$ cat src/sv/rtfl_pkg.sv
package rtfl_pkg;

	// Field widths
	localparam int TILE_W     = 10;
	localparam int MODE_W     = 2;
	localparam int STATUS_W   = 3;
	localparam int COUNT_W    = 11;
	localparam int CAP_CFG_W  = 5;
	localparam int CFG_IDX_W  = 1;
	localparam int CFG_DATA_W = 11;

	// Request modes
	localparam logic [MODE_W-1:0] MODE_REQUEST = 2'd0;
	localparam logic [MODE_W-1:0] MODE_RELEASE = 2'd1;
	localparam logic [MODE_W-1:0] MODE_FLUSH   = 2'd2;

	// Result status codes
	localparam logic [STATUS_W-1:0] ST_HIT       = 3'd0;
	localparam logic [STATUS_W-1:0] ST_LOADED    = 3'd1;
	localparam logic [STATUS_W-1:0] ST_BUSY      = 3'd2;
	localparam logic [STATUS_W-1:0] ST_RANGE     = 3'd3;
	localparam logic [STATUS_W-1:0] ST_NO_VICTIM = 3'd4;

	// Configuration register indexes
	localparam logic [CFG_IDX_W-1:0] REG_TILE_COUNT = 1'd0;
	localparam logic [CFG_IDX_W-1:0] REG_CAPACITY   = 1'd1;

	// Per-cell commands
	localparam logic [2:0] CELL_KEEP   = 3'd0;
	localparam logic [2:0] CELL_NEXT   = 3'd1;
	localparam logic [2:0] CELL_HEAD   = 3'd2;
	localparam logic [2:0] CELL_NEW    = 3'd3;
	localparam logic [2:0] CELL_UNLOCK = 3'd4;

	typedef struct packed {
		logic [MODE_W-1:0] mode;
		logic [TILE_W-1:0] tile_index;
		logic              lock;
	} req_t;

	typedef struct packed {
		logic [STATUS_W-1:0] status;
		logic                evicted_valid;
		logic [TILE_W-1:0]   evicted_tile;
	} rsp_t;

	// One queue slot: resident tile and its lock
	typedef struct packed {
		logic [TILE_W-1:0] tile;
		logic              locked;
	} entry_t;

	typedef struct packed {
		logic       occ;
		logic [2:0] cmd;
	} cell_ctrl_t;

	typedef struct packed {
		logic hit;
		logic locked;
	} cell_stat_t;

endpackage

$ cat src/sv/rtfl_cell.sv
module rtfl_cell import rtfl_pkg::*; (
	input  logic              clk,
	input  cell_ctrl_t        ctrl,
	input  logic [TILE_W-1:0] query,
	input  entry_t            next_entry,
	input  entry_t            head_entry,
	input  entry_t            new_entry,
	output entry_t            entry,
	output cell_stat_t        stat
);

	entry_t entry_q;

	// Slot update: shift from neighbour, wrap from the front, load or unlock
	always_ff @(posedge clk) begin
		case (ctrl.cmd)
			CELL_NEXT:   entry_q <= next_entry;
			CELL_HEAD:   entry_q <= head_entry;
			CELL_NEW:    entry_q <= new_entry;
			CELL_UNLOCK: begin
				if (stat.hit) begin
					entry_q.locked <= 1'b0;
				end
			end
			default: ;
		endcase
	end

	// Lookup against the incoming tile index
	assign stat.hit    = ctrl.occ && (entry_q.tile == query);
	assign stat.locked = entry_q.locked;
	assign entry       = entry_q;

endmodule

$ cat src/sv/resident_tile_fifo_with_locks.sv
// Hit, release, flush, out-of-range, busy and non-evicting loads register their result in
//   the cycle after the request is taken, one per cycle while no result is stalled.
// An evicting load rotates locked front entries to the back (at most MAX_RESIDENT - 1),
//   then evicts the front entry and appends the new tile; no request is taken meanwhile.
// Reset (arst_n low, asynchronous) empties the queue, drops any pending result and
//   sets tile_count and capacity to 1.
module resident_tile_fifo_with_locks import rtfl_pkg::*; #(
	parameter int MAX_TILES    = 1024,
	parameter int MAX_RESIDENT = 16
) (
	input  logic                  clk,
	input  logic                  arst_n,
	input  logic                  req_valid,
	output logic                  req_stall,
	input  req_t                  req,
	output logic                  rsp_valid,
	input  logic                  rsp_stall,
	output rsp_t                  rsp,
	input  logic                  cfg_we,
	input  logic [CFG_IDX_W-1:0]  cfg_index,
	input  logic [CFG_DATA_W-1:0] cfg_data
);

	localparam int FILL_W = $clog2(MAX_RESIDENT + 1);
	localparam int CMP_W  = (FILL_W > CAP_CFG_W) ? FILL_W : CAP_CFG_W;

	localparam logic S_IDLE = 1'b0;
	localparam logic S_ROT  = 1'b1;

	logic                 state_q;
	logic [FILL_W-1:0]    fill_q;
	logic [FILL_W-1:0]    fill_m1;
	entry_t               pend_q;
	rsp_t                 rsp_q;
	logic                 rsp_valid_q;
	logic [COUNT_W-1:0]   tile_count_q;
	logic [CAP_CFG_W-1:0] capacity_q;

	cell_ctrl_t ctrl   [MAX_RESIDENT];
	entry_t     cell_e [MAX_RESIDENT];
	cell_stat_t stat   [MAX_RESIDENT];
	entry_t     new_entry;

	logic             out_free, accept;
	logic             in_range, any_hit, hit_locked, all_locked, full;
	logic [CMP_W-1:0] cap_eff;
	logic             is_req, load_direct, load_evict, emit_idle, emit_rot, front_locked;
	rsp_t             idle_rsp;

	// Handshake
	assign out_free  = !rsp_valid_q || !rsp_stall;
	assign req_stall = (state_q != S_IDLE) || !out_free;
	assign accept    = req_valid && !req_stall;

	// Range and capacity checks
	assign in_range = ({1'b0, req.tile_index} < tile_count_q) &&
		(32'(req.tile_index) < 32'(MAX_TILES));
	always_comb begin
		if (capacity_q == '0) begin
			cap_eff = CMP_W'(1);
		end else if (CMP_W'(capacity_q) > CMP_W'(MAX_RESIDENT)) begin
			cap_eff = CMP_W'(MAX_RESIDENT);
		end else begin
			cap_eff = CMP_W'(capacity_q);
		end
	end
	assign full    = CMP_W'(fill_q) >= cap_eff;
	assign fill_m1 = fill_q - FILL_W'(1);

	// Reduce cell lookups
	always_comb begin
		any_hit    = 1'b0;
		hit_locked = 1'b0;
		all_locked = 1'b1;
		for (int i = 0; i < MAX_RESIDENT; i++) begin
			any_hit    = any_hit | stat[i].hit;
			hit_locked = hit_locked | (stat[i].hit & stat[i].locked);
			if (ctrl[i].occ && !stat[i].locked) begin
				all_locked = 1'b0;
			end
		end
	end

	assign front_locked = cell_e[0].locked;
	assign is_req       = accept && (req.mode == MODE_REQUEST) && in_range && !any_hit;
	assign load_direct  = is_req && !full;
	assign load_evict   = is_req && full && !all_locked;
	assign emit_idle    = accept && !load_evict;
	assign emit_rot     = (state_q == S_ROT) && !front_locked && out_free;
	assign new_entry    = (state_q == S_ROT) ? pend_q : entry_t'{req.tile_index, req.lock};

	// Per-cell commands
	always_comb begin
		for (int i = 0; i < MAX_RESIDENT; i++) begin
			ctrl[i].occ = FILL_W'(i) < fill_q;
			ctrl[i].cmd = CELL_KEEP;
			if (state_q == S_ROT) begin
				if (FILL_W'(i) < fill_m1) begin
					if (front_locked || out_free) begin
						ctrl[i].cmd = CELL_NEXT;
					end
				end else if (FILL_W'(i) == fill_m1) begin
					if (front_locked) begin
						ctrl[i].cmd = CELL_HEAD;
					end else if (out_free) begin
						ctrl[i].cmd = CELL_NEW;
					end
				end
			end else if (accept && (req.mode == MODE_RELEASE) && in_range) begin
				ctrl[i].cmd = CELL_UNLOCK;
			end else if (load_direct && (FILL_W'(i) == fill_q)) begin
				ctrl[i].cmd = CELL_NEW;
			end
		end
	end

	// Chain of queue cells, front at index 0
	for (genvar g = 0; g < MAX_RESIDENT; g++) begin : g_cell
		entry_t nxt;
		if (g == MAX_RESIDENT - 1) begin : g_last
			assign nxt = cell_e[g];
		end else begin : g_mid
			assign nxt = cell_e[g+1];
		end
		rtfl_cell u_cell (
			.clk        (clk),
			.ctrl       (ctrl[g]),
			.query      (req.tile_index),
			.next_entry (nxt),
			.head_entry (cell_e[0]),
			.new_entry  (new_entry),
			.entry      (cell_e[g]),
			.stat       (stat[g])
		);
	end

	// Result of a request finished in the accept cycle
	always_comb begin
		idle_rsp = '0;
		case (req.mode)
			MODE_RELEASE: idle_rsp.status = in_range ? ST_HIT : ST_RANGE;
			MODE_REQUEST: begin
				if (!in_range) begin
					idle_rsp.status = ST_RANGE;
				end else if (hit_locked) begin
					idle_rsp.status = ST_BUSY;
				end else if (any_hit) begin
					idle_rsp.status = ST_HIT;
				end else if (full) begin
					idle_rsp.status = ST_NO_VICTIM;
				end else begin
					idle_rsp.status = ST_LOADED;
				end
			end
			default: idle_rsp.status = ST_HIT;
		endcase
	end

	// Control state
	always_ff @(posedge clk or negedge arst_n) begin
		if (!arst_n) begin
			state_q      <= S_IDLE;
			fill_q       <= '0;
			rsp_valid_q  <= 1'b0;
			tile_count_q <= COUNT_W'(1);
			capacity_q   <= CAP_CFG_W'(1);
		end else begin
			if (cfg_we) begin
				case (cfg_index)
					REG_TILE_COUNT: tile_count_q <= cfg_data;
					REG_CAPACITY:   capacity_q   <= cfg_data[CAP_CFG_W-1:0];
					default: ;
				endcase
			end
			rsp_valid_q <= emit_idle || emit_rot || (rsp_valid_q && rsp_stall);
			if (state_q == S_ROT) begin
				if (emit_rot) begin
					state_q <= S_IDLE;
				end
			end else if (load_evict) begin
				state_q <= S_ROT;
			end
			if (accept && (req.mode == MODE_FLUSH)) begin
				fill_q <= '0;
			end else if (load_direct) begin
				fill_q <= fill_q + FILL_W'(1);
			end
		end
	end

	// Pending load and result payload
	always_ff @(posedge clk) begin
		if (load_evict) begin
			pend_q <= entry_t'{req.tile_index, req.lock};
		end
		if (emit_idle) begin
			rsp_q <= idle_rsp;
		end else if (emit_rot) begin
			rsp_q <= rsp_t'{ST_LOADED, 1'b1, cell_e[0].tile};
		end
	end

	assign rsp_valid = rsp_valid_q;
	assign rsp       = rsp_q;

	// Queue never holds more entries than cells
	a_fill_bound: assert property (@(posedge clk) disable iff (!arst_n)
		32'(fill_q) <= MAX_RESIDENT)
		else $error("queue fill beyond cell count");

	// Eviction only starts with a full queue holding an unlocked entry
	a_rot_entry: assert property (@(posedge clk) disable iff (!arst_n)
		(state_q == S_IDLE && load_evict) |=> (state_q == S_ROT && fill_q != '0))
		else $error("eviction started on an empty queue");

	// Eviction plus insertion keeps the fill unchanged
	a_rot_fill: assert property (@(posedge clk) disable iff (!arst_n)
		(state_q == S_ROT) |=> (fill_q == $past(fill_q)))
		else $error("fill changed during eviction");

	// An evicted tile is only reported with a load
	a_evict_status: assert property (@(posedge clk) disable iff (!arst_n)
		(rsp_valid_q && rsp_q.evicted_valid) |-> (rsp_q.status == ST_LOADED))
		else $error("eviction reported without a load");

	// No request taken while an eviction is under way
	a_rot_stall: assert property (@(posedge clk) disable iff (!arst_n)
		(state_q == S_ROT) |-> req_stall)
		else $error("request taken during eviction");

endmodule
$ cat config.mk
export PLATFORM = sky130hd
export DESIGN_NAME = resident_tile_fifo_with_locks
export DESIGN_NICKNAME = d
export VERILOG_FILES = /design/src/sv/rtfl_pkg.sv /design/src/sv/rtfl_cell.sv /design/src/sv/resident_tile_fifo_with_locks.sv
export SDC_FILE = /design/constraint.sdc
export NUM_CORES = 1
export LEC_CHECK = 0
export BUFFER_PORTS_ARGS = -buffer_cell sky130_fd_sc_hd__buf_2
export CORE_MARGIN = 5
export CORE_UTILIZATION = 50
export CTS_BUF_LIST = sky130_fd_sc_hd__clkbuf_8
export DETAILED_ROUTE_END_ITERATION = 6
export MAX_ROUTING_LAYER = met4
export PLACE_DENSITY = 0.66
export SLEW_MARGIN = 10
export SYNTH_ARGS = -nofsm -noshare
export SYNTH_HDL_FRONTEND = slang
export SYNTH_HIERARCHICAL = 1
export SYNTH_SLANG_ARGS = --single-unit
$ cat constraint.sdc
create_clock -name clk -period 28 [get_ports clk]
set_input_delay 4.2 -clock clk [delete_from_list [all_inputs] [get_ports clk]]
set_output_delay 4.2 -clock clk [all_outputs]
set_load 0.01 [all_outputs]
== After elaboration in Yosys (flattened, before gate mapping) ==
Index checks and enable logic that the tools add are counted.

* Flip-flop bits (word level): 224
* Logic and storage cells: 562
* Output and inout port bits: 16
* Input bits: 30

* Mux-type cells: 163
* Bitwise gates (word level): 47
* Reduce and logical (&&, ||, !) cells: 147
* $add $sub $neg: 2
* Magnitude comparators: 35
* Equal/unequal tests: 126

{| class="wikitable"
|+ Operators by type and width
! cell !! count
|-
| one-hot mux 10 bit (3 select lines) || 14
|-
| 2-to-1 mux 3 bit || 67
|-
| equality test 10 bit || 16
|-
| equality test 3 x 2 -> 1 bit, second input constant || 31
|-
| equality test 4 x 5 -> 1 bit, first input constant || 16
|-
| < comparator 4 x 5 -> 1 bit, first input constant || 16
|-
| logical AND 1 bit || 62
|-
| one-hot mux 1 bit (4 select lines) || 14
|-
| nonzero test 4 bit || 14
|-
| equality test 3 bit, second input constant || 16
|-
| nonzero test 3 bit || 16
|-
| equality test 3 x 1 -> 1 bit, second input constant || 15
|-
| equality test 3 x 5 -> 1 bit, first input constant || 8
|-
| < comparator 3 x 5 -> 1 bit, first input constant || 8
|-
| 2-to-1 mux 2 bit || 20
|-
| one-hot mux 10 bit (2 select lines) || 2
|-
| 2-to-1 mux 1 bit || 36
|-
| AND reduction 2 bit || 18
|-
| inequality test 2 bit, second input constant || 16
|-
| OR 1 bit || 30
|-
| 2-to-1 mux 14 bit || 2
|-
| zero test 1 bit || 24
|-
| equality test 2 x 5 -> 1 bit, first input constant || 4
|-
| < comparator 1 x 5 -> 1 bit, first input constant || 4
|-
| 19 further kinds || 51
|}

== Logic depth before layout (Yosys ltp) ==
Gate-level depths: netlist of run 1.

* Depth in word-level cells: 27
* Mapped depth: 18
* Mapped depth without buffers: 17

== Hierarchy ==
The synthesis of run 1 kept the hierarchy.

{| class="wikitable"
|+ Modules (own cells, without submodules)
! module !! instances !! area each (um^2) !! sequential area each (um^2) !! cells each
|-
| rtfl_cell || 16 || 718.2 || 330.3 || 72
|-
| resident_tile_fifo_with_locks || 1 || 3,676.0 || 1,218.7 || 452
|}

== Worst setup path before layout of run 1 ==
No wires, ideal clock.

* Path kind: input to register
* From: in req[9] in the netlist's numbering
* To: reg g_cell[0].u_cell.entry_q, in the netlist g_cell[0].u_cell/entry[10], enable pin
* Stages on the path: 8
* Path buffers: 1
* Path slack: 15.189 ns
* Data required time: 27.297 ns
* Library setup time: 0.703 ns
* Arrival time: 12.108 ns
* Cells stage by stage: ha_1 a21oi_1 o211ai_1 a211o_1 and2_1 clkbuf_1 nor4b_1 nor2_1

* Longest elaborated chain between the ends: 26
* Elaborated cells on any way between the ends: 60
* Those cells by class: order compare: 1; eq/ne: 18; mux: 3; bitwise: 15; reduce/logical: 23

{| class="wikitable"
|+ RTL lines
! what !! line !! source
|-
| start: declaration || resident_tile_fifo_with_locks.sv:15 || <nowiki>input req_t req,</nowiki>
|-
| equality test 10 bit || rtfl_cell.sv:30 || <nowiki>assign stat.hit = ctrl.occ && (entry_q.tile == query);</nowiki>
|-
| logical AND 1 bit || rtfl_cell.sv:30 ||
|-
| OR 1 bit (15 in a row) || resident_tile_fifo_with_locks.sv:76 || <nowiki>any_hit = any_hit | stat[i].hit;</nowiki>
|-
| zero test 1 bit || resident_tile_fifo_with_locks.sv:85 || <nowiki>assign is_req = accept && (req.mode == MODE_REQUEST) && in_range && !any_hit;</nowiki>
|-
| logical AND 1 bit || resident_tile_fifo_with_locks.sv:85 ||
|-
| logical AND 1 bit || resident_tile_fifo_with_locks.sv:86 || <nowiki>assign load_direct = is_req && !full;</nowiki>
|-
| logical AND 1 bit || resident_tile_fifo_with_locks.sv:111 || <nowiki>end else if (load_direct && (FILL_W'(i) == fill_q)) begin</nowiki>
|-
| 2-to-1 mux 2 bit || resident_tile_fifo_with_locks.sv:111 ||
|-
| 2-to-1 mux 3 bit (*) || resident_tile_fifo_with_locks.sv:109 || <nowiki>end else if (accept && (req.mode == MODE_RELEASE) && in_range) begin</nowiki>
|-
| 2-to-1 mux 3 bit (*) || resident_tile_fifo_with_locks.sv:97 || <nowiki>if (state_q == S_ROT) begin</nowiki>
|-
| equality test 3 x 1 -> 1 bit / equality test 3 x 2 -> 1 bit (equally long branches) || rtfl_cell.sv:16 || <nowiki>case (ctrl.cmd)</nowiki>
|-
| nonzero test 2 bit (no line) (*) || -- ||
|-
| end signal: assignment || rtfl_cell.sv:17 || <nowiki>CELL_NEXT: entry_q <= next_entry;</nowiki>
|-
| end signal: assignment || rtfl_cell.sv:18 || <nowiki>CELL_HEAD: entry_q <= head_entry;</nowiki>
|-
| end signal: assignment || rtfl_cell.sv:19 || <nowiki>CELL_NEW: entry_q <= new_entry;</nowiki>
|-
| end: declaration || rtfl_cell.sv:12 || <nowiki>entry_t entry_q;</nowiki>
|}

Mark *: on every way between the ends. The rest lies on a longest branch, timed or not.
A chain may end at the register's enable or synchronous reset.

==> results by group, run 1 <==
Status
  – Status: finished, final reports clean

Final layout
  – Synthesis-to-layout area growth: 7.424%
  – Register Area: 6504 sq um
  – Commonest non-fill, non-tap cell in the layout: nand2_1
  – Area of the multi-input gates: 7876 sq um
  – Fin cells: 2050
  – Fill cell count: 2700
  – Share of cells above drive strength 1: 10.48%
  – # nets final: 1679
  – Fin util: 54.68%
  – Most frequent cells in the layout: 253 x nand2_1, 217 x o21ai_0, 190 x edfxtp_1, 161 x mux2i_1, 102 x nor2_1
  – N_diodes: 0

Floorplan
  – Die W: 184.2 um
  – Core ar.: 29800 sq um
  – FP Rows: 63
  – Die Y: 184.2 um
  – Io pins: 46
  – Die ar.: 33920 sq um
  – Initial Util: 50.90%

CTS
  – Reg clk slew, reported paths: 0.06 ns
  – Max Root-Sink Buffers: 3
  – H-Tree Depth: 2
  – Post-CTS setup buffer count: 0
  – Clk root buf: clkbuf_8
  – CTS tree: built
  – Clk sinks: 224
  – Num CTS Buffers: 41
  – Count of cells resized by post-cts repair: 0
  – Worst skew pair latency: 0.58 ns
  – Hold buffer count at CTS: 0

Logic synthesis
  – Synth area leader: edfxtp_1
  – Post-synthesis sequential area ratio: 42.88%
  – Mapped cell area: 15170 sq um
  – Cells after Synth: 1604
  – Syn Area/Cell: 9.456 sq um
  – Unique cell type count in the Yosys netlist: 65
  – Largest cells by area after synthesis: edfxtp_1 38%, mux2i_1 11%, o21ai_0 7.4%, nand2_1 6.3%, xor2_1 5.7%
  – Number of flops mapped to enable cells by yosys: 190
  – Yosys warnings: 6
  – Yosys top cell area share: 37.62%
  – Syn Nets: 1654
  – FF+latch count, synth: 224
  – Top FF cell, synth: edfxtp_1
  – Post-synth ARST share: 10.27%

Power and ir drop
  – Power density over cell area: 81.36 nW/um^2
  – Net Switching: 0.5374 mW
  – VDD IR max: 0.00002974 V
  – Part of the power in registers: 39.2%
  – Internal power: 0.7882 mW
  – Combinational cell fraction of total power: 37.7%
  – Clock Power Share: 23.0%
  – Total chip power: 1.326 mW
  – Leak: 5.993 nW
  – Sw Ratio: 40.54%

Placed design
  – Port Buffer Count: 45
  – DP HPWL: 33010 um
  – Cell count after placement: 1976
  – Gpl congestion: 1.082

Worst setup path
  – Max FO, Critical Path: 19
  – CP Cell Sequence: buf_2 -> xor2_1 -> nor4_1 -> nand4_1 -> nor2_1 -> or4_4 -> or3_4 -> a2111oi_4 -> nand3_4 -> o21ai_1 -> nor2_1 -> nor2_1
  – Critical path's top delay family: simple AND/OR/NAND/NOR gates
  – Critical path's slowest cell: o21ai_1
  – Most used cell, CP: nor2_1
  – Req. time, crit path: 28.18 ns
  – CP peak stage delay: 1.01 ns
  – WP data arrival: 9.43 ns
  – Worst setup SP type: input pin
  – Worst setup EP type: flip-flop
  – Crit Path Class: input pin to flip-flop
  – Worst Path Buf+Inv: 1

Drt
  – Total vias in the final route: 12.49k
  – Routed WL: 50710 um
  – Wire per inst: 24.74 um
  – Via density: 6.091
  – Final ANT Viol Nets: 0
  – Drt pass-1 iters: 6
  – Remaining DRCs: 0
  – Starting DRT DRC Count: 1395

Worst hold path
  – Classification of the worst-slack hold path: flip-flop to flip-flop

Timing
  – Actual slew at the worst max-slew pin: 1.237 ns
  – Fmax: 108.1 MHz
  – Setup Skew: 0.03932 ns
  – Max Slew Vio Count: 0
  – Final count of negative-setup-slack endpoints: 0
  – Crit path time final: 9.253 ns
  – RSZ-0062 raised after global routing: no
  – Final Hold Fails: 0
  – Hold_ws: 0.4557 ns
  – TNS Setup: 0 ns
  – Fin crit share: 33.05%
  – Slew HR: 17.01%

GRT
  – Grt ovf: 0
  – Initial antenna violation count: 0
  – Largest net degree at the start of global routing: 81
  – First-pass GRT wire length: 75680 um
  – GRT Resource Usage Total: 30.37%
  – Vias in the first global route: 12.28k

Flow run
  – Max Cap Violations: 0
tightest hold or removal path: stages, from the launching register on:
cell and delay (ns):
dfxtp_1 0.31, nand2_1 0.05, a21oi_1 0.05
synthesized netlist by cell type (20+ instances only):
| cell | n |
|---|---|
| nand2_1 | 253 |
| o21ai_0 | 225 |
| edfxtp_1 | 190 |
| mux2i_1 | 161 |
| nor2_1 | 102 |
| xor2_1 | 99 |
| xnor2_1 | 66 |
| inv_1 | 57 |
| nand2b_1 | 43 |
| buf_4 | 32 |
| nand3_1 | 30 |
| a21oi_1 | 26 |
| nand4_1 | 25 |
| nor3_1 | 25 |
| dfrtp_1 | 21 |
| ha_1 | 20 |
| o22ai_1 | 20 |
stage by stage:
stage	area, sq um	setup WS, ns
2_1_floorplan	15170	15.19
3_3_place_gp	15500	18.46
3_5_place_dp	15500	18.29
4_1_cts	16290	18.86
5_1_grt	16290	18.48
6_report	16290	18.75
routing by layer:
metal / part of all wire (%) / track usage, % / vias up
li1: - / - / 5748
met4: 4.8 / 12.72 / 0
met3: 8.4 / 4.815 / 146
met5: 0 / - / -
met2: 45 / 46.79 / 617
met1: 42 / 40.18 / 5976
sequential cells by signal (all words and copies together), names as in the netlist:
register,flops
pend_q,11
rsp,14
g_cell.u_cell/entry,176
capacity_q,5
state_q,1
rsp_valid,1
fill_q,5
tile_count_q,11
power by group through the flow:
stage	Combinational (mW)	Clock [mW]	Sequential [mW]
finish	0.500	0.305	0.520
global route	0.539	0.326	0.526
CTS	0.490	0.310	0.519
detailed placement	0.488	0	0.524
global placement	0.481	0	0.525
floorplan	0.350	0	0.503
kinds of logic (layout without fill, tap and decap cells):
group	count (synthesis)	count (layout)	share of synthesized area (%)
compound gates	328	328	12.32
xor+xnor	165	165	9.528
fa+ha+maj	21	21	1.716
buf+inv	146	202	5.321
flops	224	224	42.88
mux	179	179	11.96
simple gates	541	541	16.28
cell type report:
class                           instances  area share (%)
Multi-Input combinational cell       1234           48.34
Sequential cell                       224           39.92
Clock buffer                           46           3.886
Tap cell                              390           2.995
Timing Repair Buffer                   71           2.580
Inverter                               57           1.313
Clock inverter                         28          0.9676
final timing paths:
kind	from	to	slack, ns	cells after the start
max	req[10]	g_cell[12].u_cell/entry[9]	18.75	12
min	rsp[2]	rsp[2]	0.46	2
max reg2reg	fill_q[3]	g_cell[12].u_cell/entry[9]	21.64	15
min reg2reg	rsp[2]	rsp[2]	0.46	2
max in group asynchronous	arst_n	fill_q[0]	23.93	1
min in group asynchronous	arst_n	tile_count_q[10]	3.64	1
No activity file was read; power rests on OpenSTA's default activity.
==> run 2: changes to the inputs <==
Settings changed: ABC_AREA set to 1.
Clock period 28 ns to 9.7 ns, I/O delays scaled along.
==> run 2 against run 1 <==
Clock skew fell by 0.012 ns. Sequential share of layout area fell by 6.4 points. Cell area up 19%. Worst hold slack better by 0.028 ns. Via count grew 50%. Sequential cell count unchanged. Global-route usage rose by 5.7 points. Synthesized area grew 19%. Sequential power rose to 3.6 times the previous value. Synthesized cell count grew 75%.
==> results by group, run 2 <==
Worst setup path
  – Req. time, crit path: 10.05 ns (-18.13 ns)
  – Reg2reg end: g_cell[3].u_cell/entry[0]
  – Worst flop-to-flop path startpoint: fill_q[1]
  – Worst setup EP type: flip-flop
  – Worst setup SP type: input pin
  – Crit Path Class: input pin to flip-flop
  – Max FO, Critical Path: 34 (+15)
  – R2R setup slack: 4.62 ns (-17.02 ns)
  – Cell depth of the worst flop-to-flop path: 20 (+5)
  – WP data arrival: 5.93 ns (-3.50 ns)

CTS
  – Hold buffer count at CTS: 0 (unchanged)
  – Clk root buf: clkbuf_8
  – Clk sinks: 224 (unchanged)
  – Max Root-Sink Buffers: 3 (unchanged)
  – CTS tree: built
  – Reg clk slew, reported paths: 0.06 ns (about the same)
  – Count of cells resized by post-cts repair: 0 (unchanged)
  – Post-CTS setup buffer count: 0 (unchanged)
  – Num CTS Buffers: 44 (+7.3%)
  – Worst skew pair latency: 0.63 ns (+0.05 ns)
  – H-Tree Depth: 2 (unchanged)

Timing
  – Final count of negative-setup-slack endpoints: 0 (unchanged)
  – Final Hold Fails: 0 (unchanged)
  – Final worst setup slack: 4.119 ns (-14.63 ns)
  – Slew HR: 20.44% (+3.4 points)
  – RSZ-0062 raised after global routing: no
  – Fin crit share: 57.54%
  – Fmax: 179.2 MHz
  – Hold_ws: 0.4836 ns (+0.02796 ns)
  – Max Slew Vio Count: 0 (unchanged)
  – Setup Skew: 0.02690 ns (-0.01242 ns)
  – Actual slew at the worst max-slew pin: 1.189 ns (-0.04761 ns)
  – TNS Setup: 0 ns (unchanged)
  – Crit path time final: 5.581 ns

Logic synthesis
  – FF+latch count, synth: 224 (unchanged)
  – Largest cells by area after synthesis: edfxtp_1 32%, nand2_1 25%, inv_1 9.1%, nand3_1 7.0%, nor2_1 4.5%
  – Yosys warnings: 6 (unchanged)
  – Syn Area/Cell: 6.430 sq um (-32%)
  – Synth area leader: edfxtp_1
  – Yosys top cell area share: 31.58% (-6.0 points)
  – Most numerous cell in the Yosys netlist: nand2_1
  – Post-synthesis sequential area ratio: 36.00% (-6.9 points)
  – Number of flops mapped to enable cells by yosys: 190 (unchanged)
  – Top FF cell, synth: edfxtp_1
  – Unique cell type count in the Yosys netlist: 41 (-37%)
  – Cells after Synth: 2810 (+75%)
  – Post-synth ARST share: 10.27% (unchanged)
  – Mapped cell area: 18070 sq um (+19%)
  – Syn Nets: 2860 (+73%)
  – Commonest cells in the netlist: 1218 x nand2_1, 436 x inv_1, 254 x nand3_1, 219 x nor2_1, 190 x edfxtp_1

Floorplan
  – Io pins: 46 (unchanged)
  – Core ar.: 35660 sq um (+20%)
  – Die Y: 200.1 um (+8.6%)
  – Initial Util: 50.67% (-0.23 points)
  – FP Rows: 69 (+9.5%)
  – Die W: 200.1 um (+8.6%)
  – Die ar.: 40040 sq um (+18%)

Final layout
  – # nets final: 2920 (+74%)
  – Fin cells: 3364 (+64%)
  – Register Area: 6504 sq um (unchanged)
  – Commonest non-fill, non-tap cell in the layout: nand2_1
  – Max FFs per register: 176 (unchanged)
  – Synthesis-to-layout area growth: 7.341% (about the same)
  – Share of cells above drive strength 1: 10.30% (-0.18 points)
  – Most frequent cells in the layout: 1218 x nand2_1, 450 x inv_1, 254 x nand3_1, 219 x nor2_1, 190 x edfxtp_1
  – Fill cell count: 3564 (+32%)
  – Area of the multi-input gates: 9181 sq um (+17%)
  – Fin util: 54.39% (-0.29 points)

Power and ir drop
  – Combinational cell fraction of total power: 46.4% (+8.7 points)
  – Leak: 10.03 nW (+67%)
  – Part of the power in registers: 35.6% (-3.6 points)
  – Clock Power Share: 18.0% (-5.0 points)
  – Net Switching: 2.546 mW (+370%)
  – Power density over cell area: 268.4 nW/um^2 (+230%)
  – VDD IR max: 0.0001719 V (+480%)
  – Internal power: 2.659 mW (+240%)
  – Sw Ratio: 48.92% (+8.4 points)

GRT
  – Largest net degree at the start of global routing: 52 (-36%)
  – Initial antenna violation count: 0 (unchanged)
  – First-pass GRT wire length: 105300 um (+39%)
  – Grt ovf: 0 (unchanged)
  – Vias in the first global route: 17.61k (+43%)
  – GRT Resource Usage Total: 36.12% (+5.7 points)

Placed design
  – Port Buffer Count: 45 (unchanged)
  – Gpl congestion: 1.085 (+0.31%)
  – DP HPWL: 47410 um (+44%)
  – Setup WS pre-CTS: 3.610 ns (-14.68 ns)
  – Cell count after placement: 3285 (+66%)

Worst hold path
  – Hold endpoint: tile_count_q[3]
  – Hold Path Depth: 2 (unchanged)
  – Classification of the worst-slack hold path: flip-flop to flip-flop
  – Hold Startpoint: tile_count_q[3]

Flow run
  – Max Cap Violations: 0 (unchanged)

Drt
  – Remaining DRCs: 0 (unchanged)
  – Wire per inst: 20.76 um (-16%)
  – Final ANT Viol Nets: 0 (unchanged)
  – Via density: 5.573 (-8.5%)
  – Routed WL: 69850 um (+38%)
  – Starting DRT DRC Count: 2164 (+55%)
  – Drt pass-1 iters: 6 (unchanged)
  – Total vias in the final route: 18.75k (+50%)

Status
  – Status: finished, final reports clean
run 2: changes by cell type in the layout (fill, tap and decap cells not counted), sizes merged, moves of 142 or more:
cell	before	now
nand2	253	1240
inv	74	512
nand3	31	289
o21ai	227	39
mux2i	161	10
nor2	102	244
run 2: power by group through the flow:
stage / registers, mW / logic (mW) / clock network [mW]
finish: 1.85 / 2.42 / 0.935
global route: 1.88 / 2.62 / 0.991
CTS: 1.85 / 2.34 / 0.952
detailed placement: 1.86 / 2.33 / 0
global placement: 1.87 / 2.32 / 0
floorplan: 1.69 / 1.43 / 0
run 2: stage by stage:
step                area, sq um  power, mW
detailed placement        18560      4.191
floorplan                 18070      3.123
finish                    19390      5.205
CTS                       19390      5.140
global placement          18560      4.184
global route              19390      5.495
run 2: critical path: stages:
cell and delay [ns]:
buf_2 0.78, nand2_1 0.21, nand3_1 0.14, nor2_1 0.05, nand2_1 0.06, nor2_1 0.10
nor2_1 0.22, nand3_1 0.18, nor2_1 0.17, nand3_1 0.15, nor3_2 0.63, nand3_1 0.22
o21ai_1 0.32, inv_1 0.11, a21oi_1 0.87, inv_1 0.10, nand2_1 0.11
run 2: layout make-up:
type	count	share of cell area [%]
Timing Repair Buffer	74	2.284
Sequential cell	224	33.54
Clock buffer	48	3.406
Multi-Input combinational cell	2031	47.34
Tap cell	461	2.974
Clock inverter	30	0.8645
Inverter	495	9.581
Antenna cell	1	0.01290
run 2: cell families after synthesis:
| group | synth area share, % |
|---|---|
| AO/OA/AOI/OAI | 4.197 |
| XOR/XNOR | 0.09005 |
| adder cells (fa/ha/maj) | 1.385 |
| buffers and inverters | 13.33 |
| flip-flops | 36.00 |
| multiplexers | 0.5540 |
| AND/OR/NAND/NOR | 44.45 |
run 2: how the worst max path moves through the flow:
stage / startpoint / cells past startpoint / end / slack (ns)
6_report: req[1] / 17 / g_cell[3].u_cell/entry[0] / 4.12
4_1_cts: req[1] / 17 / g_cell[3].u_cell/entry[0] / 4.29
3_5_place_dp: req[8] / 17 / g_cell[3].u_cell/entry[0] / 3.61
5_1_grt: req[1] / 17 / g_cell[3].u_cell/entry[0] / 3.92
2_1_floorplan: req[9] / 7 / g_cell[0].u_cell/entry[10] / 2.30
3_3_place_gp: req[8] / 17 / g_cell[3].u_cell/entry[0] / 3.47
run 2: routing by layer:
metal	vias up	track usage [%]	share of wire [%]
met5	-	-	0
met4	0	16.30	5.2
met3	210	7.351	13
met2	1141	53.02	42
met1	8499	48.39	40
li1	8899	-	-
